===== src/hdl/assert_macros.svh =====
// Assertion macros used by the decoder back end.
`ifndef ASSERT_MACROS_SVH
`define ASSERT_MACROS_SVH

// A condition that must hold at every clock edge outside reset.
`define U8SD_ASSERT_ALWAYS(label, clk, rst, cond) \
  label: assert property (@(posedge clk) disable iff (rst) (cond)) \
    else $error("assertion failed: condition does not hold");

// A consequent that must hold in the same cycle as its antecedent.
`define U8SD_ASSERT_SAME(label, clk, rst, ante, cons) \
  label: assert property (@(posedge clk) disable iff (rst) (ante) |-> (cons)) \
    else $error("assertion failed: same-cycle implication");

// A consequent that must hold in the cycle after its antecedent.
`define U8SD_ASSERT_NEXT(label, clk, rst, ante, cons) \
  label: assert property (@(posedge clk) disable iff (rst) (ante) |=> (cons)) \
    else $error("assertion failed: next-cycle implication");

`endif


===== src/hdl/u8sd_pkg.sv =====
// Shared types and constants of the UTF-8 stream decoder.
package u8sd_pkg;

  localparam int BYTE_W     = 8;
  localparam int CP_W       = 21;
  localparam int ST_W       = 2;
  localparam int KIND_W     = 3;
  localparam int BLEFT_W    = 2;
  localparam int CONT_BITS  = 6;
  localparam int OUT_DATA_W = 24;

  // Byte classes found by the front end.
  typedef logic [KIND_W-1:0] kind_t;
  localparam kind_t K_TERM  = 3'd0;
  localparam kind_t K_ASCII = 3'd1;
  localparam kind_t K_LEAD2 = 3'd2;
  localparam kind_t K_LEAD3 = 3'd3;
  localparam kind_t K_LEAD4 = 3'd4;
  localparam kind_t K_BAD   = 3'd5;

  // Result status codes.
  typedef logic [ST_W-1:0] status_t;
  localparam status_t ST_COMPLETE  = 2'd0;
  localparam status_t ST_TRUNCATED = 2'd1;
  localparam status_t ST_BAD_LEAD  = 2'd2;

  typedef struct packed {
    kind_t             kind;
    logic [BYTE_W-1:0] data;
  } token_t;

  typedef struct packed {
    logic   valid;
    token_t token;
  } push_t;

endpackage


===== src/hdl/u8sd_front.sv =====
// Front end: accepts input bytes and classifies them by their leading ones.
module u8sd_front (
  input  logic                       s_tvalid,
  output logic                       s_tready,
  input  logic [u8sd_pkg::BYTE_W-1:0] s_tdata,
  input  logic                       q_full,
  output u8sd_pkg::push_t            push
);
  import u8sd_pkg::*;

  kind_t kind;

  // Count of leading ones decides the class; a zero byte is the terminator.
  always_comb begin
    priority casez (s_tdata)
      8'b0000_0000: kind = K_TERM;
      8'b0???_????: kind = K_ASCII;
      8'b10??_????: kind = K_BAD;
      8'b110?_????: kind = K_LEAD2;
      8'b1110_????: kind = K_LEAD3;
      8'b1111_0???: kind = K_LEAD4;
      default:      kind = K_BAD;
    endcase
  end

  // A transaction completes whenever the queue has room.
  assign s_tready         = !q_full;
  assign push.valid       = s_tvalid && !q_full;
  assign push.token.kind  = kind;
  assign push.token.data  = s_tdata;

endmodule


===== src/hdl/u8sd_queue.sv =====
// Short token queue between the front end and the back end.
module u8sd_queue #(
  parameter int DEPTH = 2
) (
  input  logic              clk,
  input  logic              rst,
  input  u8sd_pkg::push_t   push,
  output logic              full,
  input  logic              pop,
  output logic              tok_valid,
  output u8sd_pkg::token_t  tok
);
  import u8sd_pkg::*;

  localparam int PTR_W = (DEPTH > 1) ? $clog2(DEPTH) : 1;
  localparam int CNT_W = $clog2(DEPTH + 1);
  localparam logic [PTR_W-1:0] LAST = PTR_W'(DEPTH - 1);

  token_t           slots [DEPTH];
  logic [PTR_W-1:0] wr_ptr;
  logic [PTR_W-1:0] rd_ptr;
  logic [CNT_W-1:0] count;
  logic             do_push;
  logic             do_pop;

  assign full      = (count == CNT_W'(DEPTH));
  assign tok_valid = (count != '0);
  assign tok       = slots[rd_ptr];
  assign do_push   = push.valid && !full;
  assign do_pop    = pop && tok_valid;

  // Storage for queued tokens.
  always_ff @(posedge clk) begin
    if (do_push) begin
      slots[wr_ptr] <= push.token;
    end
  end

  // Pointers and fill count.
  always_ff @(posedge clk) begin
    if (rst) begin
      wr_ptr <= '0;
      rd_ptr <= '0;
      count  <= '0;
    end else begin
      if (do_push) begin
        wr_ptr <= (wr_ptr == LAST) ? '0 : wr_ptr + 1'b1;
      end
      if (do_pop) begin
        rd_ptr <= (rd_ptr == LAST) ? '0 : rd_ptr + 1'b1;
      end
      if (do_push && !do_pop) begin
        count <= count + 1'b1;
      end else if (do_pop && !do_push) begin
        count <= count - 1'b1;
      end
    end
  end

endmodule


===== src/hdl/u8sd_back.sv =====
// Back end: sequence state, code point accumulation and the output register.
`include "assert_macros.svh"

module u8sd_back (
  input  logic                           clk,
  input  logic                           rst,
  input  logic                           tok_valid,
  input  u8sd_pkg::token_t               tok,
  output logic                           pop,
  output logic                           m_tvalid,
  input  logic                           m_tready,
  output logic [u8sd_pkg::OUT_DATA_W-1:0] m_tdata,
  output logic [u8sd_pkg::ST_W-1:0]       m_tuser
);
  import u8sd_pkg::*;

  logic [BLEFT_W-1:0] bytes_left;
  logic [BLEFT_W-1:0] bytes_left_next;
  logic [CP_W-1:0]    accumulator;
  logic [CP_W-1:0]    accumulator_next;
  logic               halted;
  logic               halted_next;
  logic               emit;
  logic [CP_W-1:0]    emit_cp;
  status_t            emit_st;
  logic [CP_W-1:0]    shifted;
  logic [CP_W-1:0]    out_cp;
  status_t            out_st;

  // A token is consumed whenever the output register can take a result.
  assign pop     = tok_valid && (!m_tvalid || m_tready);
  assign shifted = {accumulator[CP_W-CONT_BITS-1:0], tok.data[CONT_BITS-1:0]};

  // Decode step for one token.
  always_comb begin
    bytes_left_next  = bytes_left;
    accumulator_next = accumulator;
    halted_next      = halted;
    emit             = 1'b0;
    emit_cp          = '0;
    emit_st          = ST_COMPLETE;
    if (tok.kind == K_TERM) begin
      if (!halted && bytes_left != '0) begin
        emit    = 1'b1;
        emit_cp = accumulator;
        emit_st = ST_TRUNCATED;
      end
      bytes_left_next  = '0;
      accumulator_next = '0;
      halted_next      = 1'b0;
    end else if (halted) begin
      // Bytes after a bad lead are dropped until the terminator.
    end else if (bytes_left != '0) begin
      // Any nonzero byte here counts as a continuation byte.
      bytes_left_next = bytes_left - 1'b1;
      if (bytes_left == BLEFT_W'(1)) begin
        emit             = 1'b1;
        emit_cp          = shifted;
        accumulator_next = '0;
      end else begin
        accumulator_next = shifted;
      end
    end else begin
      unique case (tok.kind)
        K_ASCII: begin
          emit    = 1'b1;
          emit_cp = CP_W'(tok.data);
        end
        K_LEAD2: begin
          accumulator_next = CP_W'(tok.data[4:0]);
          bytes_left_next  = BLEFT_W'(1);
        end
        K_LEAD3: begin
          accumulator_next = CP_W'(tok.data[3:0]);
          bytes_left_next  = BLEFT_W'(2);
        end
        K_LEAD4: begin
          accumulator_next = CP_W'(tok.data[2:0]);
          bytes_left_next  = BLEFT_W'(3);
        end
        default: begin
          accumulator_next = '0;
          halted_next      = 1'b1;
          emit             = 1'b1;
          emit_st          = ST_BAD_LEAD;
        end
      endcase
    end
  end

  // Decoder state.
  always_ff @(posedge clk) begin
    if (rst) begin
      bytes_left  <= '0;
      accumulator <= '0;
      halted      <= 1'b0;
    end else if (pop) begin
      bytes_left  <= bytes_left_next;
      accumulator <= accumulator_next;
      halted      <= halted_next;
    end
  end

  // Output register: loads a new result or drains when the sink takes one.
  always_ff @(posedge clk) begin
    if (rst) begin
      m_tvalid <= 1'b0;
    end else if (pop && emit) begin
      m_tvalid <= 1'b1;
    end else if (m_tready) begin
      m_tvalid <= 1'b0;
    end
  end

  always_ff @(posedge clk) begin
    if (pop && emit) begin
      out_cp <= emit_cp;
      out_st <= emit_st;
    end
  end

  assign m_tdata = OUT_DATA_W'(out_cp);
  assign m_tuser = out_st;

  // A bad lead can only be seen with no sequence open.
  `U8SD_ASSERT_ALWAYS(a_halted_idle, clk, rst, !halted || bytes_left == '0)
  // A bad-lead result always carries a zero code point.
  `U8SD_ASSERT_SAME(a_bad_zero, clk, rst, m_tvalid && out_st == ST_BAD_LEAD, out_cp == '0)
  // A terminator returns the decoder to its reset state.
  `U8SD_ASSERT_NEXT(a_term_clear, clk, rst, pop && tok.kind == K_TERM,
                    bytes_left == '0 && accumulator == '0 && !halted)
  // Nothing is consumed while a result is stalled at the output.
  `U8SD_ASSERT_SAME(a_no_pop_stalled, clk, rst, m_tvalid && !m_tready, !pop)

endmodule


===== src/hdl/utf8_stream_decoder_unit.sv =====
// Top level of the UTF-8 stream decoder.
//
//   channel  | direction | payload
//   ---------+-----------+--------------------------------------------------
//   s_axis   | in        | tdata[7:0] data_byte
//   m_axis   | out       | tdata[20:0] char_value, tuser[1:0] status
//
// One byte is accepted per cycle while the token queue has room; the back end
// retires one queued token per cycle unless the output is stalled, so with
// the output unstalled the sustained rate is one byte a cycle. A result passes
// through the queue and then the output register before it is presented.
// Reset (rst, synchronous) empties the queue and clears the decoder state. A
// stalled output holds the back end; the front keeps taking bytes until the
// queue of QUEUE_DEPTH tokens fills.
module utf8_stream_decoder_unit #(
  parameter int QUEUE_DEPTH = 2
) (
  input  logic        clk,
  input  logic        rst,
  input  logic        s_tvalid,
  output logic        s_tready,
  input  logic [7:0]  s_tdata,   // [7:0] data_byte
  output logic        m_tvalid,
  input  logic        m_tready,
  output logic [23:0] m_tdata,   // [20:0] char_value, [23:21] zero
  output logic [1:0]  m_tuser    // [1:0] status
);
  import u8sd_pkg::*;

  push_t  push;
  logic   q_full;
  logic   q_pop;
  logic   tok_valid;
  token_t tok;

  u8sd_front u_front (
    .s_tvalid (s_tvalid),
    .s_tready (s_tready),
    .s_tdata  (s_tdata),
    .q_full   (q_full),
    .push     (push)
  );

  u8sd_queue #(
    .DEPTH (QUEUE_DEPTH)
  ) u_queue (
    .clk       (clk),
    .rst       (rst),
    .push      (push),
    .full      (q_full),
    .pop       (q_pop),
    .tok_valid (tok_valid),
    .tok       (tok)
  );

  u8sd_back u_back (
    .clk       (clk),
    .rst       (rst),
    .tok_valid (tok_valid),
    .tok       (tok),
    .pop       (q_pop),
    .m_tvalid  (m_tvalid),
    .m_tready  (m_tready),
    .m_tdata   (m_tdata),
    .m_tuser   (m_tuser)
  );

endmodule


===== config.mk =====
export PLATFORM = sky130hd
export DESIGN_NAME = utf8_stream_decoder_unit
export DESIGN_NICKNAME = d
export VERILOG_FILES = /design/src/hdl/u8sd_pkg.sv /design/src/hdl/u8sd_front.sv /design/src/hdl/u8sd_queue.sv /design/src/hdl/u8sd_back.sv /design/src/hdl/utf8_stream_decoder_unit.sv
export VERILOG_INCLUDE_DIRS = /design/src /design/src/hdl
export SDC_FILE = /design/constraint.sdc
export NUM_CORES = 1
export LEC_CHECK = 0
export ABC_CLOCK_PERIOD_IN_PS = 5100
export BUFFER_PORTS_ARGS = -buffer_cell sky130_fd_sc_hd__buf_4
export CAP_MARGIN = 25
export CORE_UTILIZATION = 50
export CTS_CLUSTER_SIZE = 40
export DETAILED_ROUTE_END_ITERATION = 8
export PLACE_DENSITY = 0.7
export SYNTH_ARGS = -nofsm -noshare
export SYNTH_HDL_FRONTEND = slang
export SYNTH_SLANG_ARGS = --single-unit

===== constraint.sdc =====
create_clock -name clk -period 5.1 [get_ports clk]
set_input_delay 1.275 -clock clk [delete_from_list [all_inputs] [get_ports clk]]
set_output_delay 1.275 -clock clk [all_outputs]
set_load 0.01 [all_outputs]

# --- Word-level counts from Yosys, hierarchy flattened ---
# Memories as Yosys holds them, arrays and structs flattened. A register that Yosys moved wholly into a read port is not among the register bits.
# Index checks and enable logic that the tools add are counted.
op_classes:
  muxes: 42
  add_sub_neg: 5
  n_reduce_logical: 25
  bitwise_logic: 1
  eq_ne: 11
ops:
  columns: ["operator", "count"]
  rows:
  - ["two-way mux 21 bit", 9]
  - ["one-hot mux 21 bit (4 select lines)", 1]
  - ["two-way mux 1 bit", 19]
  - ["two-way mux 2 bit", 9]
  - ["one-hot mux 3 bit (4 select lines)", 1]
  - ["logical AND 1 bit", 8]
  - ["zero test 8 bit", 1]
  - ["two-way mux 8 bit", 1]
  - ["nonzero test 2 bit", 4]
  - ["== test 3 x 2 -> 1 bit, second input constant", 2]
  - ["== test 3 bit, second input constant", 2]
  - ["one-hot mux 2 bit (3 select lines)", 1]
  - ["AND reduction 3 bit", 2]
  - ["== test 5 bit, second input constant", 1]
  - ["zero test 1 bit", 5]
  - ["nonzero test 5 bit", 1]
  - ["== test 4 bit, second input constant", 1]
  - ["OR reduction 4 bit", 1]
  - ["subtractor 2 x 1 -> 2 bit, second input constant", 2]
  - ["== test 3 x 1 -> 1 bit, second input constant", 1]
  - ["zero test 3 bit", 1]
  - ["two-way mux 3 bit", 1]
  - ["inequality test 3 x 1 -> 1 bit, second input constant", 1]
  - ["OR reduction 3 bit", 1]
  - ["7 further kinds", 8]
totals:
  register_bits: 52
  ram_bits: 22
  output_inout_bits: 28
  wordCells: 94
  inputBits: 12
  memories: 1
memory_table:
  columns: ["memory", "depth", "width", "read_ports", "rd_ports_with_merged_regs", "write_ports", "line_no", "source"]
  rows:
  - ["u_queue.slots", 2, 11, 1, 1, 1, "u8sd_queue.sv:19", "token_t slots [DEPTH];"]

# --- Depth between registers and ports, before layout ---
logic_depth:
  depth_word: 8
  depth_mapped: 7
  ltp_nobuf: 7

# --- Hierarchy ---
# A second synthesis with hierarchy kept.
hier_totals:
  hier_cells: 254
  area_unflattened_um2: 3268.1
by_module_without_submodules:
  columns: ["mod", "instances", "cells_per_inst", "seq_area_each_um2", "area_each_um2"]
  rows:
  - ["u8sd_back", 1, 176, 1191.1, 2133.3]
  - ["u8sd_queue", 1, 59, 760.7, 1009.7]
  - ["u8sd_front", 1, 19, 0.0, 125.1]

# --- Worst setup path before layout ---
# Ideal clock, no wire load.
synth_path:
  path_type: "input port to flip-flop"
  from: "input port m_tready"
  to: "register u_back.out_st[0] (netlist: u_back.m_tuser[0]) (enable)"
  stages: 5
  arrival_time_ps: 2254
  setup_ps: 378
  required_ps: 4722
  slack_ps: 2469
  n_path_buf: 0
  path_cell_list: "nand2b_1 -> nand2_1 -> nor2_1 -> o21ai_0 -> inv_1"
synth_via:
  elab_chain_cells: 3
synth_lines:
  columns: ["item", "line_no", "source"]
  rows:
  - ["from (decl)", "utf8_stream_decoder_unit.sv:24", "input logic m_tready,"]
  - ["logical OR 1 bit", "u8sd_back.sv:31", "assign pop = tok_valid && (!m_tvalid || m_tready);"]
  - ["logical AND 1 bit", "u8sd_back.sv:31", null]
  - ["logical AND 1 bit", "u8sd_back.sv:116", "if (pop && emit) begin"]
  - ["to (signal assigned)", "u8sd_back.sv:118", "out_st <= emit_st;"]
  - ["to (decl)", "u8sd_back.sv:28", "status_t out_st;"]
# No other way between the ends.
# A chain may end at the register's enable or synchronous reset.

==> report_table.html <==
<table>
<tr><th>Metric</th><th>Value</th></tr>
<tr><th colspan="2">Run status</th></tr>
<tr><td>Outcome</td><td>finished, final reports clean</td></tr>
<tr><th colspan="2">GRT</th></tr>
<tr><td>GR Layer Usage met3</td><td>around 4.5%</td></tr>
<tr><td>Total global routing overflow</td><td>0</td></tr>
<tr><td>Met1 Track Usage GR</td><td>23.9%</td></tr>
<tr><td>Busiest metal layer after global routing</td><td>met2</td></tr>
<tr><td>Largest net degree at the start of global routing</td><td>42</td></tr>
<tr><td>Met2 GRT Util</td><td>29.3%</td></tr>
<tr><td>Wire length of the first global-routing pass</td><td>9360 µm</td></tr>
<tr><td>Global Route Usage Sum</td><td>18.8%</td></tr>
<tr><td>Number of global-route vias before repair</td><td>about 2000</td></tr>
<tr><td>Antenna violations before repair</td><td>0</td></tr>
<tr><th colspan="2">Die</th></tr>
<tr><td>Top-level port count</td><td>40</td></tr>
<tr><td>Total die area</td><td>6850 µm²</td></tr>
<tr><td>Horizontal die dimension</td><td>82.7 µm</td></tr>
<tr><td>Vertical extent of the die</td><td>82.7 µm</td></tr>
<tr><td>Initial core utilization</td><td>51.6%</td></tr>
<tr><td>Area of the core region</td><td>6310 µm²</td></tr>
<tr><td>Rows</td><td>29</td></tr>
<tr><th colspan="2">Timing</th></tr>
<tr><td>Final number of hold-violating endpoints</td><td>0</td></tr>
<tr><td>Setup-failing EPs final</td><td>0</td></tr>
<tr><td>Relative max-transition margin</td><td>between 40% and 50%</td></tr>
<tr><td>Final-layout setup total negative slack</td><td>0 ns</td></tr>
<tr><td>Hold slack final</td><td>between 0.4 and 0.5 ns</td></tr>
<tr><td>Fin Clk Skew</td><td>0.0136 ns</td></tr>
<tr><td>Slew @ Worst Pin</td><td>0.899 ns</td></tr>
<tr><td>Fin crit period</td><td>2.94 ns</td></tr>
<tr><td>Final worst setup slack</td><td>2.16 ns</td></tr>
<tr><td>Unrepaired setup endpoints after global routing</td><td>no</td></tr>
<tr><td>Total count of max-transition violations in the final report</td><td>0</td></tr>
<tr><td>Period Utilization, post-route</td><td>57.7%</td></tr>
<tr><td>Highest attainable clock frequency</td><td>340 MHz</td></tr>
<tr><th colspan="2">Power and ir drop</th></tr>
<tr><td>Worst IR drop on VDD</td><td>285 µV</td></tr>
<tr><td>Leakage power</td><td>1.33 nW</td></tr>
<tr><td>Power per Cell Area</td><td>554 nW/µm²</td></tr>
<tr><th colspan="2">Synthesis</th></tr>
<tr><td>Cell type contributing the most total cell area after synthesis</td><td>sky130_fd_sc_hd__edfxtp_1</td></tr>
<tr><td>Post-synthesis sequential element count</td><td>75</td></tr>
<tr><td>Most numerous cell in the Yosys netlist</td><td>sky130_fd_sc_hd__edfxtp_1</td></tr>
<tr><td>Synth Flop Type</td><td>sky130_fd_sc_hd__edfxtp_1</td></tr>
<tr><td>Commonest cells in the synthesized netlist</td><td>sky130_fd_sc_hd__edfxtp_1, sky130_fd_sc_hd__dfxtp_1, sky130_fd_sc_hd__nand2_1</td></tr>
<tr><td>Fraction of registers with async set or reset after synthesis</td><td>0%</td></tr>
<tr><td>Number of unique standard cell types used by synthesis</td><td>49</td></tr>
<tr><td>Gate Count Post-Synth</td><td>281</td></tr>
<tr><td>Area fraction of the dominant cell type after synthesis</td><td>between 40% and 50%</td></tr>
<tr><td>Area contributors post-synth</td><td>sky130_fd_sc_hd__edfxtp_1, sky130_fd_sc_hd__dfxtp_1, sky130_fd_sc_hd__nand3b_1, sky130_fd_sc_hd__a22o_1, sky130_fd_sc_hd__o21ai_1</td></tr>
<tr><td>EDFF count, synth</td><td>45</td></tr>
<tr><td>Sequential share of the synthesized area</td><td>59.9%</td></tr>
<tr><td>Combined area of all synthesized cells</td><td>about 3300 µm²</td></tr>
<tr><td>Post-synthesis area per instance</td><td>11.6 µm²</td></tr>
<tr><td>Number of warnings reported in the yosys synthesis log</td><td>0</td></tr>
<tr><th colspan="2">Worst setup path</th></tr>
<tr><td>Length in cells of the worst reg-to-reg path</td><td>5</td></tr>
<tr><td>Nature of the critical path startpoint</td><td>flop</td></tr>
<tr><td>Register-to-register setup slack</td><td>2.16 ns</td></tr>
<tr><td>Maximum net fanout on the critical path</td><td>23</td></tr>
<tr><td>Type of the worst setup path</td><td>reg -&gt; reg</td></tr>
<tr><td>Crit path capture type</td><td>flop</td></tr>
<tr><td>Data arrival at the endpoint of the critical path</td><td>2.92 ns</td></tr>
<tr><td>Required time of the critical path</td><td>5.07 ns</td></tr>
<tr><td>Reg2reg end</td><td>u_back.out_cp[2]$_DFFE_PP_</td></tr>
<tr><th colspan="2">Clocking</th></tr>
<tr><td>CTS sink cnt</td><td>75</td></tr>
<tr><td>Number of H-tree levels</td><td>3</td></tr>
<tr><td>Insertion delay to the later sink of the worst-skew pair</td><td>0.35 ns</td></tr>
<tr><td>Max clock buf depth</td><td>2</td></tr>
<tr><td>Clock tree from TritonCTS</td><td>done</td></tr>
<tr><td>CTS clk-pin slew, worst paths</td><td>0.07 ns</td></tr>
<tr><td>Library cell used as clock root buffer</td><td>sky130_fd_sc_hd__clkbuf_8</td></tr>
<tr><td>Number of setup buffers added after CTS</td><td>0</td></tr>
<tr><td>Post-cts sizing count</td><td>0</td></tr>
<tr><td>Number of buffers created by CTS</td><td>9</td></tr>
<tr><td>CTS Hold Buffers Added</td><td>0</td></tr>
<tr><th colspan="2">Final layout</th></tr>
<tr><td>Finished Layout Cells</td><td>394</td></tr>
<tr><td>Nets</td><td>~330</td></tr>
<tr><td>Final standard cell utilization of the core</td><td>59.7%</td></tr>
<tr><td>Share of final-layout standard cells stronger than drive strength 1</td><td>between 20% and 30%</td></tr>
<tr><td>Area overhead of the layout relative to synthesis</td><td>15.7%</td></tr>
<tr><td>Antenna diode count</td><td>0</td></tr>
<tr><th colspan="2">Route</th></tr>
<tr><td>Starting DRC count in detailed routing</td><td>108</td></tr>
<tr><td>Number of antenna-violating nets in the routed design</td><td>0</td></tr>
<tr><td>1st-pass router iterations</td><td>4</td></tr>
<tr><td>Detailed-route vias per instance</td><td>5.63</td></tr>
<tr><td>Remaining DRCs</td><td>0</td></tr>
<tr><td>Total wire length</td><td>just under 6000 µm</td></tr>
<tr><td>Routed wirelength normalized by instance count</td><td>14.9 µm</td></tr>
<tr><td>Routed vias</td><td>2219</td></tr>
<tr><th colspan="2">Min path</th></tr>
<tr><td>Hold path cells</td><td>2</td></tr>
<tr><td>Hold endpoint</td><td>u_back.accumulator[18]$_SDFFE_PP0P_</td></tr>
<tr><td>Type of the worst min-delay path</td><td>reg -&gt; reg</td></tr>
<tr><td>Launch point of the worst hold path</td><td>u_back.accumulator[18]$_SDFFE_PP0P_</td></tr>
<tr><th colspan="2">Placement</th></tr>
<tr><td>PortBufs</td><td>36</td></tr>
<tr><td>RD Place Congestion</td><td>around 0.9</td></tr>
<tr><td>Cells after DPL</td><td>378</td></tr>
<tr><td>DP Worst Slack</td><td>2.07 ns</td></tr>
<tr><td>HPWL reported at the end of detailed placement</td><td>3900 µm</td></tr>
<tr><th colspan="2">Job</th></tr>
<tr><td>Number of violations of the max-capacitance limit</td><td>0</td></tr>
</table>
-- logic make-up after synthesis --
logic type      count (synthesis)  share of synthesized area (%)
simple gates                   95                           16.9
xor+xnor                        4                           1.07
buf+inv                        25                           3.53
compound gates                 70                           14.9
flops                          75                           59.9
fa+ha+maj                       1                          0.384
other cells                     1                          0.115
mux                            10                           3.26
-- worst max path at each step --
stage	start	endpoint	slack, ns	cells after the start
after global routing	flop	u_back.out_cp[10]$_DFFE_PP_	1.83	5
after detailed placement	m_tready	u_back.out_cp[6]$_DFFE_PP_	2.07	6
after CTS	flop	u_back.out_cp[18]$_DFFE_PP_	2.12	5
final	flop	u_back.out_cp[2]$_DFFE_PP_	2.16	5
after floorplan	m_tready	u_back.m_tuser[0]$_SDFFCE_PN0P_	2.47	5
after global placement	m_tready	u_back.out_cp[1]$_DFFE_PP_	2.15	6
-- cell usage in the layout (no fill, tap or decap), drive strengths merged, types with 2 or more instances in the layout --
| master | count |
|---|---|
| edfxtp | 45 |
| buf | 38 |
| dfxtp | 30 |
| o21ai | 25 |
| nand2 | 22 |
| nor2 | 21 |
| nand3b | 19 |
| a22o | 15 |
| clkbuf | 10 |
| a21oi | 8 |
| nor3 | 8 |
| nand3 | 6 |
| inv | 5 |
| mux2i | 5 |
| mux2 | 5 |
| a32o | 5 |
| xor2 | 4 |
| nor3b | 3 |
| nand2b | 3 |
| a22oi | 3 |
| conb | 3 |
| clkinv | 3 |
| nor4 | 3 |
| nor2b | 2 |
| a211oi | 2 |
| and3 | 2 |
| o31ai | 2 |
| bufinv | 2 |
-- layer usage --
layer  part of all wire, %  wire (µm)
met1                    47       2750
met5                     0          0
met2                    48       2860
met4                  0.81         48
met3                   4.1        239
-- cell type report --
cell class	instances	area (µm²)
fill	515	2540
multi-input combinational	183	1200
timing repair buffer	38	285
sequential	75	1950
clock buffer	10	128
inverter	5	18.8
tap	77	96.3
clock inverter	6	90.1
-- flip-flops by register name (all words and copies together), names as in the netlist, named ones only --
| register | flops |
|---|---|
| u_back.m_tuser | 2 |
| u_back.out_cp | 21 |
| u_back.m_tvalid | 1 |
| u_queue.count | 2 |
| u_back.bytes_left | 2 |
| u_back.accumulator | 21 |
| u_queue.rd_ptr | 1 |
| u_queue.slots | 22 |
| u_back.halted | 1 |
| u_queue.wr_ptr | 1 |
-- power by group --
part	switching [mW]	internal [mW]	leakage, nW	total [mW]
Combinational	0.398	0.266	0.550	0.663
Sequential	0.103	0.829	0.669	0.931
Clock	0.216	0.276	0.106	0.493
Total	0.716	1.37	1.33	2.09
-- stage by stage --
step	instance area, µm²	total power [mW]
2_1_floorplan	3270	1.39
4_1_cts	3770	2.10
6_report	3770	2.09
5_1_grt	3770	2.22
3_5_place_dp	3550	1.61
3_3_place_gp	3550	1.60
-- critical path: stages (launching register included) --
cell                      delay, ns
sky130_fd_sc_hd__dfxtp_1       0.91
sky130_fd_sc_hd__nor4b_4       0.48
sky130_fd_sc_hd__nor2_2        0.22
sky130_fd_sc_hd__a21oi_1       0.18
sky130_fd_sc_hd__o21ai_0       0.12
sky130_fd_sc_hd__inv_1         0.65
No activity file was read; power rests on OpenSTA's default activity.
